## src/rtl/mdio_mgmt_pkg.sv

```systemverilog
// Shared types, frame constants and the frame builder for the MDIO management master.
// No dependencies; every other RTL file imports this package.
package mdio_mgmt_pkg;

   // Frame layout, bit positions counted from the first bit sent
   localparam int BIT_POS_W = 6;
   localparam logic [BIT_POS_W-1:0] ADDR_END_BIT   = 6'd46;
   localparam logic [BIT_POS_W-1:0] DATA_FIRST_BIT = 6'd47;
   localparam logic [BIT_POS_W-1:0] DATA_LAST_BIT  = 6'd62;
   localparam logic [BIT_POS_W-1:0] LAST_BIT       = 6'd63;

   // Start/opcode and write turnaround patterns
   localparam logic [3:0] ST_OP_READ  = 4'b0110;
   localparam logic [3:0] ST_OP_WRITE = 4'b0101;
   localparam logic [1:0] TA_WRITE    = 2'b10;

   // MDC divider
   localparam int DIV_W = 16;
   localparam logic [DIV_W-1:0] DIV_RESET = 16'd16;

   // Command queue between front and engine
   localparam int QUEUE_DEPTH = 4;
   localparam int QUEUE_PTR_W = 2;
   localparam int QUEUE_CNT_W = 3;

   typedef struct packed {
      logic        start_req;
      logic        mode;
      logic [4:0]  phy_address;
      logic [4:0]  register_address;
      logic [15:0] write_data;
      logic        mdio_in;
   } mdio_req_type;

   typedef struct packed {
      logic        mdc;
      logic        mdio_out;
      logic        mdio_drive;
      logic        busy_res;
      logic        done_res;
      logic [15:0] read_data;
   } mdio_rsp_type;

   // Classified tick handed from front to engine. The upper 32 frame bits
   // are always preamble ones, so only the lower word is carried.
   typedef struct packed {
      logic        start_req;
      logic        is_write;
      logic [31:0] frame_low;
      logic        mdio_in;
   } mdio_cmd_type;

   // Lower frame word: start/opcode, addresses, then turnaround and data on a write
   function automatic logic [31:0] build_frame_low(input logic       wr,
                                                   input logic [4:0] phy,
                                                   input logic [4:0] reg_addr,
                                                   input logic [15:0] data);
      logic [31:0] f;
      f = {(wr ? ST_OP_WRITE : ST_OP_READ), phy, reg_addr, 18'd0};
      if (wr) begin
         f[17:0] = {TA_WRITE, data};
      end
      return f;
   endfunction

endpackage

```

## src/rtl/mdio_mgmt_front.sv

```systemverilog
// Front stage: takes request transfers, builds the frame word and pushes the
// classified tick into the command queue. Depends on mdio_mgmt_pkg.
module mdio_mgmt_front
   import mdio_mgmt_pkg::*;
(
   input  logic         clock,
   input  logic         reset,
   input  logic         req_valid,
   output logic         req_ready,
   input  mdio_req_type req_data,
   input  logic         q_full,
   output logic         q_push,
   output mdio_cmd_type q_push_data
);

   logic         front_v_ff, front_v_in;
   mdio_cmd_type front_ff, front_in;
   logic         take;

   // Stage is free when empty or when its content moves on this cycle
   assign q_push    = front_v_ff && !q_full;
   assign req_ready = !front_v_ff || !q_full;
   assign take      = req_valid && req_ready;
   assign q_push_data = front_ff;

   always_comb begin
      front_v_in = take ? 1'b1 : (q_push ? 1'b0 : front_v_ff);
      front_in.start_req = req_data.start_req;
      front_in.is_write  = req_data.mode;
      front_in.frame_low = build_frame_low(req_data.mode, req_data.phy_address,
                                           req_data.register_address,
                                           req_data.write_data);
      front_in.mdio_in   = req_data.mdio_in;
   end

   always_ff @(posedge clock) begin
      if (reset) begin
         front_v_ff <= 1'b0;
      end else begin
         front_v_ff <= front_v_in;
      end
   end

   // Payload, no reset
   always_ff @(posedge clock) begin
      if (take) begin
         front_ff <= front_in;
      end
   end

endmodule

```

## src/rtl/mdio_mgmt_queue.sv

```systemverilog
// Small command queue between the front stage and the serial engine.
// Depends on mdio_mgmt_pkg.
module mdio_mgmt_queue
   import mdio_mgmt_pkg::*;
(
   input  logic         clock,
   input  logic         reset,
   input  logic         push,
   input  mdio_cmd_type push_data,
   output logic         full,
   input  logic         pop,
   output logic         not_empty,
   output mdio_cmd_type head
);

   mdio_cmd_type           mem [QUEUE_DEPTH];
   logic [QUEUE_PTR_W-1:0] wr_ptr_ff, wr_ptr_in;
   logic [QUEUE_PTR_W-1:0] rd_ptr_ff, rd_ptr_in;
   logic [QUEUE_CNT_W-1:0] count_ff, count_in;

   assign full      = (count_ff == QUEUE_CNT_W'(QUEUE_DEPTH));
   assign not_empty = (count_ff != '0);
   assign head      = mem[rd_ptr_ff];

   // Pointer and fill count update
   always_comb begin
      wr_ptr_in = push ? wr_ptr_ff + 1'b1 : wr_ptr_ff;
      rd_ptr_in = pop  ? rd_ptr_ff + 1'b1 : rd_ptr_ff;
      count_in  = count_ff;
      if (push && !pop) begin
         count_in = count_ff + 1'b1;
      end else if (pop && !push) begin
         count_in = count_ff - 1'b1;
      end
   end

   always_ff @(posedge clock) begin
      if (reset) begin
         wr_ptr_ff <= '0;
         rd_ptr_ff <= '0;
         count_ff  <= '0;
      end else begin
         wr_ptr_ff <= wr_ptr_in;
         rd_ptr_ff <= rd_ptr_in;
         count_ff  <= count_in;
      end
   end

   always_ff @(posedge clock) begin
      if (push) begin
         mem[wr_ptr_ff] <= push_data;
      end
   end

endmodule

```

## src/rtl/mdio_mgmt_engine.sv

```systemverilog
// Serial engine: runs one MDC tick per queued command, holds the divider
// register and the response output register. Depends on mdio_mgmt_pkg.
module mdio_mgmt_engine
   import mdio_mgmt_pkg::*;
(
   input  logic             clock,
   input  logic             reset,
   input  logic             csr_valid,
   input  logic [DIV_W-1:0] csr_data,
   input  logic             q_not_empty,
   input  mdio_cmd_type     q_head,
   output logic             q_pop,
   output logic             rsp_valid,
   input  logic             rsp_ready,
   output mdio_rsp_type     rsp_data
);

   // Divider, stored as the effective limit (zero acts as one)
   logic [DIV_W-1:0] limit_ff, limit_in;

   // Frame state
   logic                 active_ff, active_in;
   logic                 is_write_ff, is_write_in;
   logic [BIT_POS_W-1:0] bit_pos_ff, bit_pos_in;
   logic                 high_half_ff, high_half_in;
   logic [DIV_W-1:0]     tick_ff, tick_in;
   logic [31:0]          frame_ff, frame_in;
   logic [15:0]          shift_ff, shift_in;

   // Output register
   logic         rsp_v_ff, rsp_v_in;
   mdio_rsp_type rsp_ff, rsp_in;

   // Current-tick view after a possible start
   logic                 fire, start, cur_active, cur_wr, cur_hh, half_end;
   logic [BIT_POS_W-1:0] cur_bp;
   logic [DIV_W-1:0]     cur_tc, tc_inc;
   logic [31:0]          cur_frame;
   logic                 drive, dout, last_bit, sample;

   assign fire  = q_not_empty && (!rsp_v_ff || rsp_ready);
   assign q_pop = fire;

   always_comb begin
      limit_in = limit_ff;
      if (csr_valid) begin
         limit_in = (csr_data == '0) ? DIV_W'(1) : csr_data;
      end
   end

   // One tick of the frame engine
   always_comb begin
      start      = !active_ff && q_head.start_req;
      cur_active = active_ff || q_head.start_req;
      cur_wr     = start ? q_head.is_write  : is_write_ff;
      cur_frame  = start ? q_head.frame_low : frame_ff;
      cur_bp     = start ? '0   : bit_pos_ff;
      cur_hh     = start ? 1'b0 : high_half_ff;
      cur_tc     = start ? '0   : tick_ff;

      drive    = cur_active && (cur_wr || (cur_bp < ADDR_END_BIT));
      dout     = drive && (cur_bp[5] ? cur_frame[~cur_bp[4:0]] : 1'b1);
      tc_inc   = cur_tc + 1'b1;
      half_end = cur_active && (tc_inc >= limit_ff);
      last_bit = half_end && cur_hh && (cur_bp == LAST_BIT);
      sample   = half_end && cur_hh && !cur_wr &&
                 (cur_bp >= DATA_FIRST_BIT) && (cur_bp <= DATA_LAST_BIT);

      active_in    = cur_active && !last_bit;
      is_write_in  = cur_wr;
      frame_in     = cur_frame;
      bit_pos_in   = cur_bp;
      high_half_in = cur_hh;
      tick_in      = cur_active ? tc_inc : cur_tc;
      shift_in     = sample ? {shift_ff[14:0], q_head.mdio_in} : shift_ff;
      if (half_end) begin
         tick_in      = '0;
         high_half_in = !cur_hh;
         if (cur_hh) begin
            bit_pos_in = cur_bp + 1'b1;
         end
      end

      rsp_in.mdc        = cur_active && cur_hh;
      rsp_in.mdio_out   = dout;
      rsp_in.mdio_drive = drive;
      rsp_in.busy_res   = cur_active;
      rsp_in.done_res   = last_bit;
      rsp_in.read_data  = shift_in;

      rsp_v_in = fire || (rsp_v_ff && !rsp_ready);
   end

   always_ff @(posedge clock) begin
      if (reset) begin
         limit_ff     <= DIV_RESET;
         active_ff    <= 1'b0;
         is_write_ff  <= 1'b0;
         bit_pos_ff   <= '0;
         high_half_ff <= 1'b0;
         tick_ff      <= '0;
         frame_ff     <= '0;
         shift_ff     <= '0;
         rsp_v_ff     <= 1'b0;
      end else begin
         limit_ff <= limit_in;
         rsp_v_ff <= rsp_v_in;
         if (fire) begin
            active_ff    <= active_in;
            is_write_ff  <= is_write_in;
            bit_pos_ff   <= bit_pos_in;
            high_half_ff <= high_half_in;
            tick_ff      <= tick_in;
            frame_ff     <= frame_in;
            shift_ff     <= shift_in;
         end
      end
   end

   // Response payload, no reset
   always_ff @(posedge clock) begin
      if (fire) begin
         rsp_ff <= rsp_in;
      end
   end

   assign rsp_valid = rsp_v_ff;
   assign rsp_data  = rsp_ff;

endmodule

```

## src/rtl/mdio_management_master_core.sv

```systemverilog
// MDIO clause 22 management master; one request transfer is one MDC engine tick.
// A request transfer passes through the front register, the queue and the output register before its response.
// Throughput: one transfer per cycle while the response side does not stall, set by the single-tick engine update.
// Reset (synchronous, active high): idle, divider 16, read data 0, queue and stages empty.
// Divider writes are always accepted and are registered into the divider limit.
// Depends on mdio_mgmt_pkg, mdio_mgmt_front, mdio_mgmt_queue, mdio_mgmt_engine.
module mdio_management_master_core
   import mdio_mgmt_pkg::*;
(
   input  logic             clock,
   input  logic             reset,
   input  logic             req_valid,
   output logic             req_ready,
   input  mdio_req_type     req_data,
   output logic             rsp_valid,
   input  logic             rsp_ready,
   output mdio_rsp_type     rsp_data,
   input  logic             csr_valid,
   output logic             csr_ready,
   input  logic [DIV_W-1:0] csr_data
);

   logic         q_full, q_push, q_pop, q_not_empty;
   mdio_cmd_type q_push_data, q_head;

   assign csr_ready = 1'b1;

   mdio_mgmt_front u_front (
      .clock       (clock),
      .reset       (reset),
      .req_valid   (req_valid),
      .req_ready   (req_ready),
      .req_data    (req_data),
      .q_full      (q_full),
      .q_push      (q_push),
      .q_push_data (q_push_data)
   );

   mdio_mgmt_queue u_queue (
      .clock     (clock),
      .reset     (reset),
      .push      (q_push),
      .push_data (q_push_data),
      .full      (q_full),
      .pop       (q_pop),
      .not_empty (q_not_empty),
      .head      (q_head)
   );

   mdio_mgmt_engine u_engine (
      .clock       (clock),
      .reset       (reset),
      .csr_valid   (csr_valid),
      .csr_data    (csr_data),
      .q_not_empty (q_not_empty),
      .q_head      (q_head),
      .q_pop       (q_pop),
      .rsp_valid   (rsp_valid),
      .rsp_ready   (rsp_ready),
      .rsp_data    (rsp_data)
   );

endmodule

```

## config.mk

```make
export PLATFORM = sky130hd
export DESIGN_NAME = mdio_management_master_core
export DESIGN_NICKNAME = d
export VERILOG_FILES = /design/src/rtl/mdio_mgmt_pkg.sv /design/src/rtl/mdio_mgmt_front.sv /design/src/rtl/mdio_mgmt_queue.sv /design/src/rtl/mdio_mgmt_engine.sv /design/src/rtl/mdio_management_master_core.sv
export SDC_FILE = /design/constraint.sdc
export NUM_CORES = 1
export LEC_CHECK = 0
export BUFFER_PORTS_ARGS = -buffer_cell sky130_fd_sc_hd__buf_2
export CAP_MARGIN = 20
export CORE_MARGIN = 4
export CORE_UTILIZATION = 55
export DETAILED_ROUTE_END_ITERATION = 7
export PLACE_DENSITY = 0.86
export SKIP_LAST_GASP = 1
export SLEW_MARGIN = 20
export SYNTH_ARGS = -nofsm -noshare
export SYNTH_HDL_FRONTEND = slang
export SYNTH_HIERARCHICAL = 1
export SYNTH_SLANG_ARGS = --single-unit
```

## constraint.sdc

```tcl
create_clock -name clock -period 5.7 [get_ports clock]
set_input_delay 0 -clock clock [delete_from_list [all_inputs] [get_ports clock]]
set_output_delay 0 -clock clock [all_outputs]
set_load 0.05 [all_outputs]
```

Word level (Yosys, flattened, before mapping)

Memory sizes are Yosys's and may differ from the RTL's. A register that Yosys moved wholly into a read port is not among the register bits.
Index checks and enable logic that the tools add are counted.

Bits in registers: 154
RAM bits: 140
Bits of input ports: 50
Output and inout port bits: 24
Word-level logic and storage cells: 100
Memories: 1

Memories:

| name        | words | width | read ports | clocked after memory_dff | wr ports | RTL line              | source |
|---|---|---|---|---|---|---|---|
| u_queue.mem | 4     | 35    | 1          | 1                        | 1        | mdio_mgmt_queue.sv:16 | `mdio_cmd_type mem [QUEUE_DEPTH];` |

$add $sub $neg: 6
Magnitude comparators: 5
Eq/ne operators: 2
Muxes and demuxes: 25
Bitwise operators: 1
Reductions and logical operators: 36

Operators with widths:

| operator                                                             | count |
|---|---|
| 16-bit two-way mux                                                   | 5 |
| 32-bit two-way mux                                                   | 1 |
| 18-bit two-way mux                                                   | 1 |
| 6-bit two-way mux                                                    | 3 |
| 1-bit logical AND                                                    | 17 |
| 16-bit by 1-bit adder with 16-bit output, second input constant      | 1 |
| 16-bit >= comparator                                                 | 1 |
| 16-bit logical NOT                                                   | 1 |
| 1-bit logical NOT                                                    | 10 |
| 1-bit two-way mux                                                    | 9 |
| 6-bit by 1-bit adder with 6-bit output, second input constant        | 1 |
| 6-bit == test, second input constant                                 | 1 |
| 6-bit >= comparator, second input constant                           | 1 |
| 6-bit <= comparator, second input constant                           | 1 |
| 5-bit by 6-bit < comparator with 1-bit output, second input constant | 1 |
| 6-bit < comparator, second input constant                            | 1 |
| 2-bit two-way mux                                                    | 3 |
| 3-bit two-way mux                                                    | 2 |
| 1-bit binary-select mux with 5-bit select                            | 1 |
| 1-bit logical OR                                                     | 5 |
| 5-bit NOT                                                            | 1 |
| 2-bit by 1-bit adder with 2-bit output, second input constant        | 2 |
| 2-bit nonzero test                                                   | 2 |
| 3-bit by 1-bit adder with 3-bit output, second input constant        | 1 |
| 3 further kinds                                                      | 3 |

Longest topological paths before layout

Depth in word-level cells: 11
Mapped depth: 26
Depth with buffers taken out: 20

Cells and area by module

The synthesis kept the hierarchy.

By module, submodules not included:

| module                      | times used | cells each | area an instance (um^2) | seq. area each (um^2) |
|---|---|---|---|---|
| mdio_mgmt_queue             | 1          | 227        | 5532.8                  | 4384.2 |
| mdio_mgmt_engine            | 1          | 588        | 5292.6                  | 2432.3 |
| mdio_mgmt_front             | 1          | 61         | 1121.1                  | 920.9 |
| mdio_management_master_core | 1          | 2          | 11.3                    | 0.0 |

Least setup slack after synthesis

No wires, ideal clock.

Path kind: flip-flop to flip-flop
Start: reg (tool-made name)
End: reg u_engine.rsp_ff, in the netlist u_engine/rsp_data[0], data pin
Library setup time: 0.260 ns
Arrival time: 5.123 ns
Data required time: 5.440 ns
Setup slack: 0.317 ns
Stages on the path, launching flop included: 24
Path buffers: 5
Period minus slack after synthesis: 5.383 ns
Cell sequence: dfxtp_1 > buf_6 > mux4_1 > or2b_1 > clkbuf_1 > and2_1 > ha_1 > nand4bb_1 > or2_1 > or3_1 > a21oi_1 > ha_1 > nand4_1 > nor2_1 > a211oi_1 > and3_1 > clkbuf_1 > nor2_1 > ha_1 > and3_1 > o2111a_1 > buf_4 > buf_2 > mux2_2

RTL lines:

| element              | RTL line                | source |
|---|---|---|
| to (signal assigned) | mdio_mgmt_engine.sv:123 | `rsp_ff <= rsp_in;` |
| to (decl)            | mdio_mgmt_engine.sv:32  | `mdio_rsp_type rsp_ff, rsp_in;` |

==> qor.yml <==
path_cells: "mux4_1 > or2b_1 > and2_1 > ha_1 > nand4bb_1 > or2_1 > o21ai_0 > a21oi_1 > ha_1 > nand4_1 > nor2_1 > o311ai_0 > and3_1 > nor2_1 > ha_1 > and3_1 > o2111a_2 > buf_4 > mux2_2"
setup_viol: 0
slew_viol_final: 0
worstPathRequired_ns: 5.99
cts_made_buffers: 27
port_buffers: 72
dp_cells: 1191
yosysWarnings: 6
max_clock_freq_ghz: 0.193
relSlewSlack: 0.309
r2r_end: "u_engine/rsp_data[6]"
postPlaceCellArea_sq_um: 12500
grt_pass1_vias: 7707
rsz0062_at_grt: "false"
final_hold_viol_count: 0
clockBufferDepth: 3
synth-seq-cells: 291
grt_use_total: 0.200
htreeDepth: 1
area_growth_syn_to_layout_pct: 18.1
skew_ns: 0.0130
cp-endpoint: "u_engine/rsp_data[6]"
drt_wl_total_um: 24000
grt_pass1_wl_um: 39000
io_pins: 74
cpMostUsedCell: "ha_1"
post-route-period-util: 0.908
critPathArrivalTime_ns: 5.46
drive_gt1_frac: 0.204
final_area_sq_um: 14100
min_period_ns: 5.17
antenna_found_initial: 0
ys_types: 57
clkTransAtPathRegs_ns: 0.06
clock_latency_ns: 0.54
n_antenna_cell: 0
dr.pass1.iters: 5
ys_dominant_reg_cell: "edfxtp_1"
cts.sinks: 291
avgSynthCellArea_sq_um: 13.6
ir_drop_mv: 0.300
cts_root_buf: "clkbuf_16"
path_depth: 19
die_area_sq_um: 24200
slowest_stage: "mux4_1"
gr-total-overflow: 0
core_sq_um: 21200
synthesis.area_sq_um: 12000
instances_no_fill: 1313
drv_cap: 0
die_w_um: 155
gp_routability_congestion: 0.852
grt_max_degree: 59
status: "completed"
reg2reg_depth: 19
slowest_delay_ns: 0.61
power_leakage_nw: 5.09
rows: 53
via_count: 7471
power_per_cell_area_nw_per_um2: 415
wl_per_cell_um: 18.3
die_y_um: 155
synthArstFlopShare: 0
viasPerCell: 5.69
finalSetupTns_ns: 0
tightest_slew_ns: 1.03
setup_slack_ns: 0.526
drc: 0
path_delay_family: "simple AND/OR/NAND/NOR gates"
endpoint_kind: "flop"
dpl_worst_slack_ns: 0.295
hold_path.class: "in -> reg"
cts_tree: "built"
layout.nets: 1093
cp_num_buf_inv: 1
hpwlAfterDp_um: 13900
syn_inst: 878
criticalPathCategory: "reg -> reg"
synth_edf_count: 191
start_util: 0.564
startpoint_type: "flop"
power_w: 0.00587
antenna_left: 0
ff2ff_setup_slack_ns: 0.53
ys_seq_area_frac: 0.647
drtIter0Drc: 574
worstPathMaxFanout: 8
==> Yosys cell counts, drive strengths merged (2+ instances only) <==
master	number	area [sq um]
mux2	19	214
a21oi	70	350
o21ai	13	65.1
a31o	2	17.5
dfxtp	100	2000
ha	24	300
or3	5	31.3
nor2	47	176
nor4	4	25.0
and3	6	37.5
inv	27	101
edfxtp	191	5740
buf	27	215
clkbuf	24	91.3
nand4	7	43.8
mux2i	18	180
a211oi	5	37.5
and2	29	196
nor3	7	40.0
o211ai	3	22.5
xor2	10	87.6
conb	3	11.3
mux4	44	1010
xnor2	6	52.6
nand3	17	85.1
o2111a	2	22.5
o311ai	2	17.5
nand2	135	507
a22o	10	87.6
nor4b	2	17.5
nor2b	2	20.0
==> cells in the final DEF (no fill, tap or decap), drive strengths merged, types with 6 or more instances in the layout <==
cell,n
mux2i,18
nand2,135
edfxtp,191
clkbuf,38
mux2,19
dfxtp,100
o21ai,13
nor2,47
clkinv,6
xor2,10
ha,24
xnor2,6
nand3,17
a21oi,70
mux4,44
and2,29
a22o,10
inv,28
dlygate4sd3,69
buf,92
and3,6
nor3,7
nand4,7
==> per-stage QoR <==
stage,hold slack [ns],util
after floorplan,0.0724,-
after global placement,0.177,0.588
after detailed placement,0.178,0.588
after CTS,0.00530,0.664
after global routing,0.0537,0.665
final,0.0244,0.665
==> state kept, by name, indices dropped and copies added, names as in the netlist, named ones only <==
signal                 flops
u_queue/rd_ptr_ff          2
u_engine/frame_ff         32
u_engine/shift_ff         16
u_engine/limit_ff         16
u_engine/high_half_ff      1
u_queue/wr_ptr_ff          2
u_engine/rsp_valid         1
u_queue/mem              140
u_engine/is_write_ff       1
u_engine/rsp_data         21
u_engine/bit_pos_ff        6
u_engine/active_ff         1
u_front/front_v_ff         1
u_queue/count_ff           3
u_engine/tick_ff          16
u_front/q_push_data       30
==> worst reg2reg max path: cells and delay by family, from the launching register on <==
family,cells,cell delay (ns)
simple gates,9,1.90
flops,1,0.34
mux,2,0.96
buf+inv,1,0.19
fa+ha+maj,3,0.67
compound gates,4,0.85
==> power by group <==
part           switching, W  leakage [nW]  internal, W
combinational      0.000916          2.05     0.000475
clock              0.000741         0.445      0.00108
sequential         0.000114          2.60      0.00254
==> per-layer routing <==
layer	global-route usage	wire, um	vias up	share of wire
li1	-	-	3484	-
met1	0.260	9620	3657	0.40
met2	0.351	12200	262	0.51
met3	0.0284	1450	68	0.060
met4	0.0646	723	0	0.030
met5	0	0	-	0
==> timing repair <==
item                       CTS  global route
hold endpoints to repair    66             0
hold buffers                69             0
setup buffers                0             4
gates resized for setup      0             3
setup endpoints to repair    0            24
==> kinds of logic (layout without fill, tap and decap cells) <==
family | Yosys count | count (layout) | synth area share
fa+ha+maj | 25 | 25 | 0.0268
buf+inv | 78 | 237 | 0.0341
flops | 291 | 291 | 0.647
compound gates | 115 | 115 | 0.0576
xor+xnor | 16 | 16 | 0.0117
other cells | 3 | 4 | 0.000942
mux | 81 | 81 | 0.117
simple gates | 269 | 269 | 0.104
==> final cells by class <==
type / instances / area, sq um
Clock buffer: 38 / 767
Clock inverter: 11 / 144
Fill cell: 1471 / 7100
Inverter: 27 / 101
Multi-Input combinational cell: 510 / 3820
Sequential cell: 291 / 7740
Tap cell: 275 / 344
Timing Repair Buffer: 161 / 1200
==> worst min-delay path by stage <==
stage | depth (start not counted) | start | end
final | 3 | csr_valid | u_engine/limit_ff[9]
after global routing | 3 | csr_valid | u_engine/limit_ff[9]
after CTS | 3 | csr_valid | u_engine/limit_ff[9]
after detailed placement | 1 | req_data[20] | u_front/q_push_data[22]
after global placement | 1 | req_data[17] | u_front/q_push_data[19]
after floorplan | 1 | reset | u_front/front_v_ff
No activity file was read; power rests on OpenSTA's default activity.
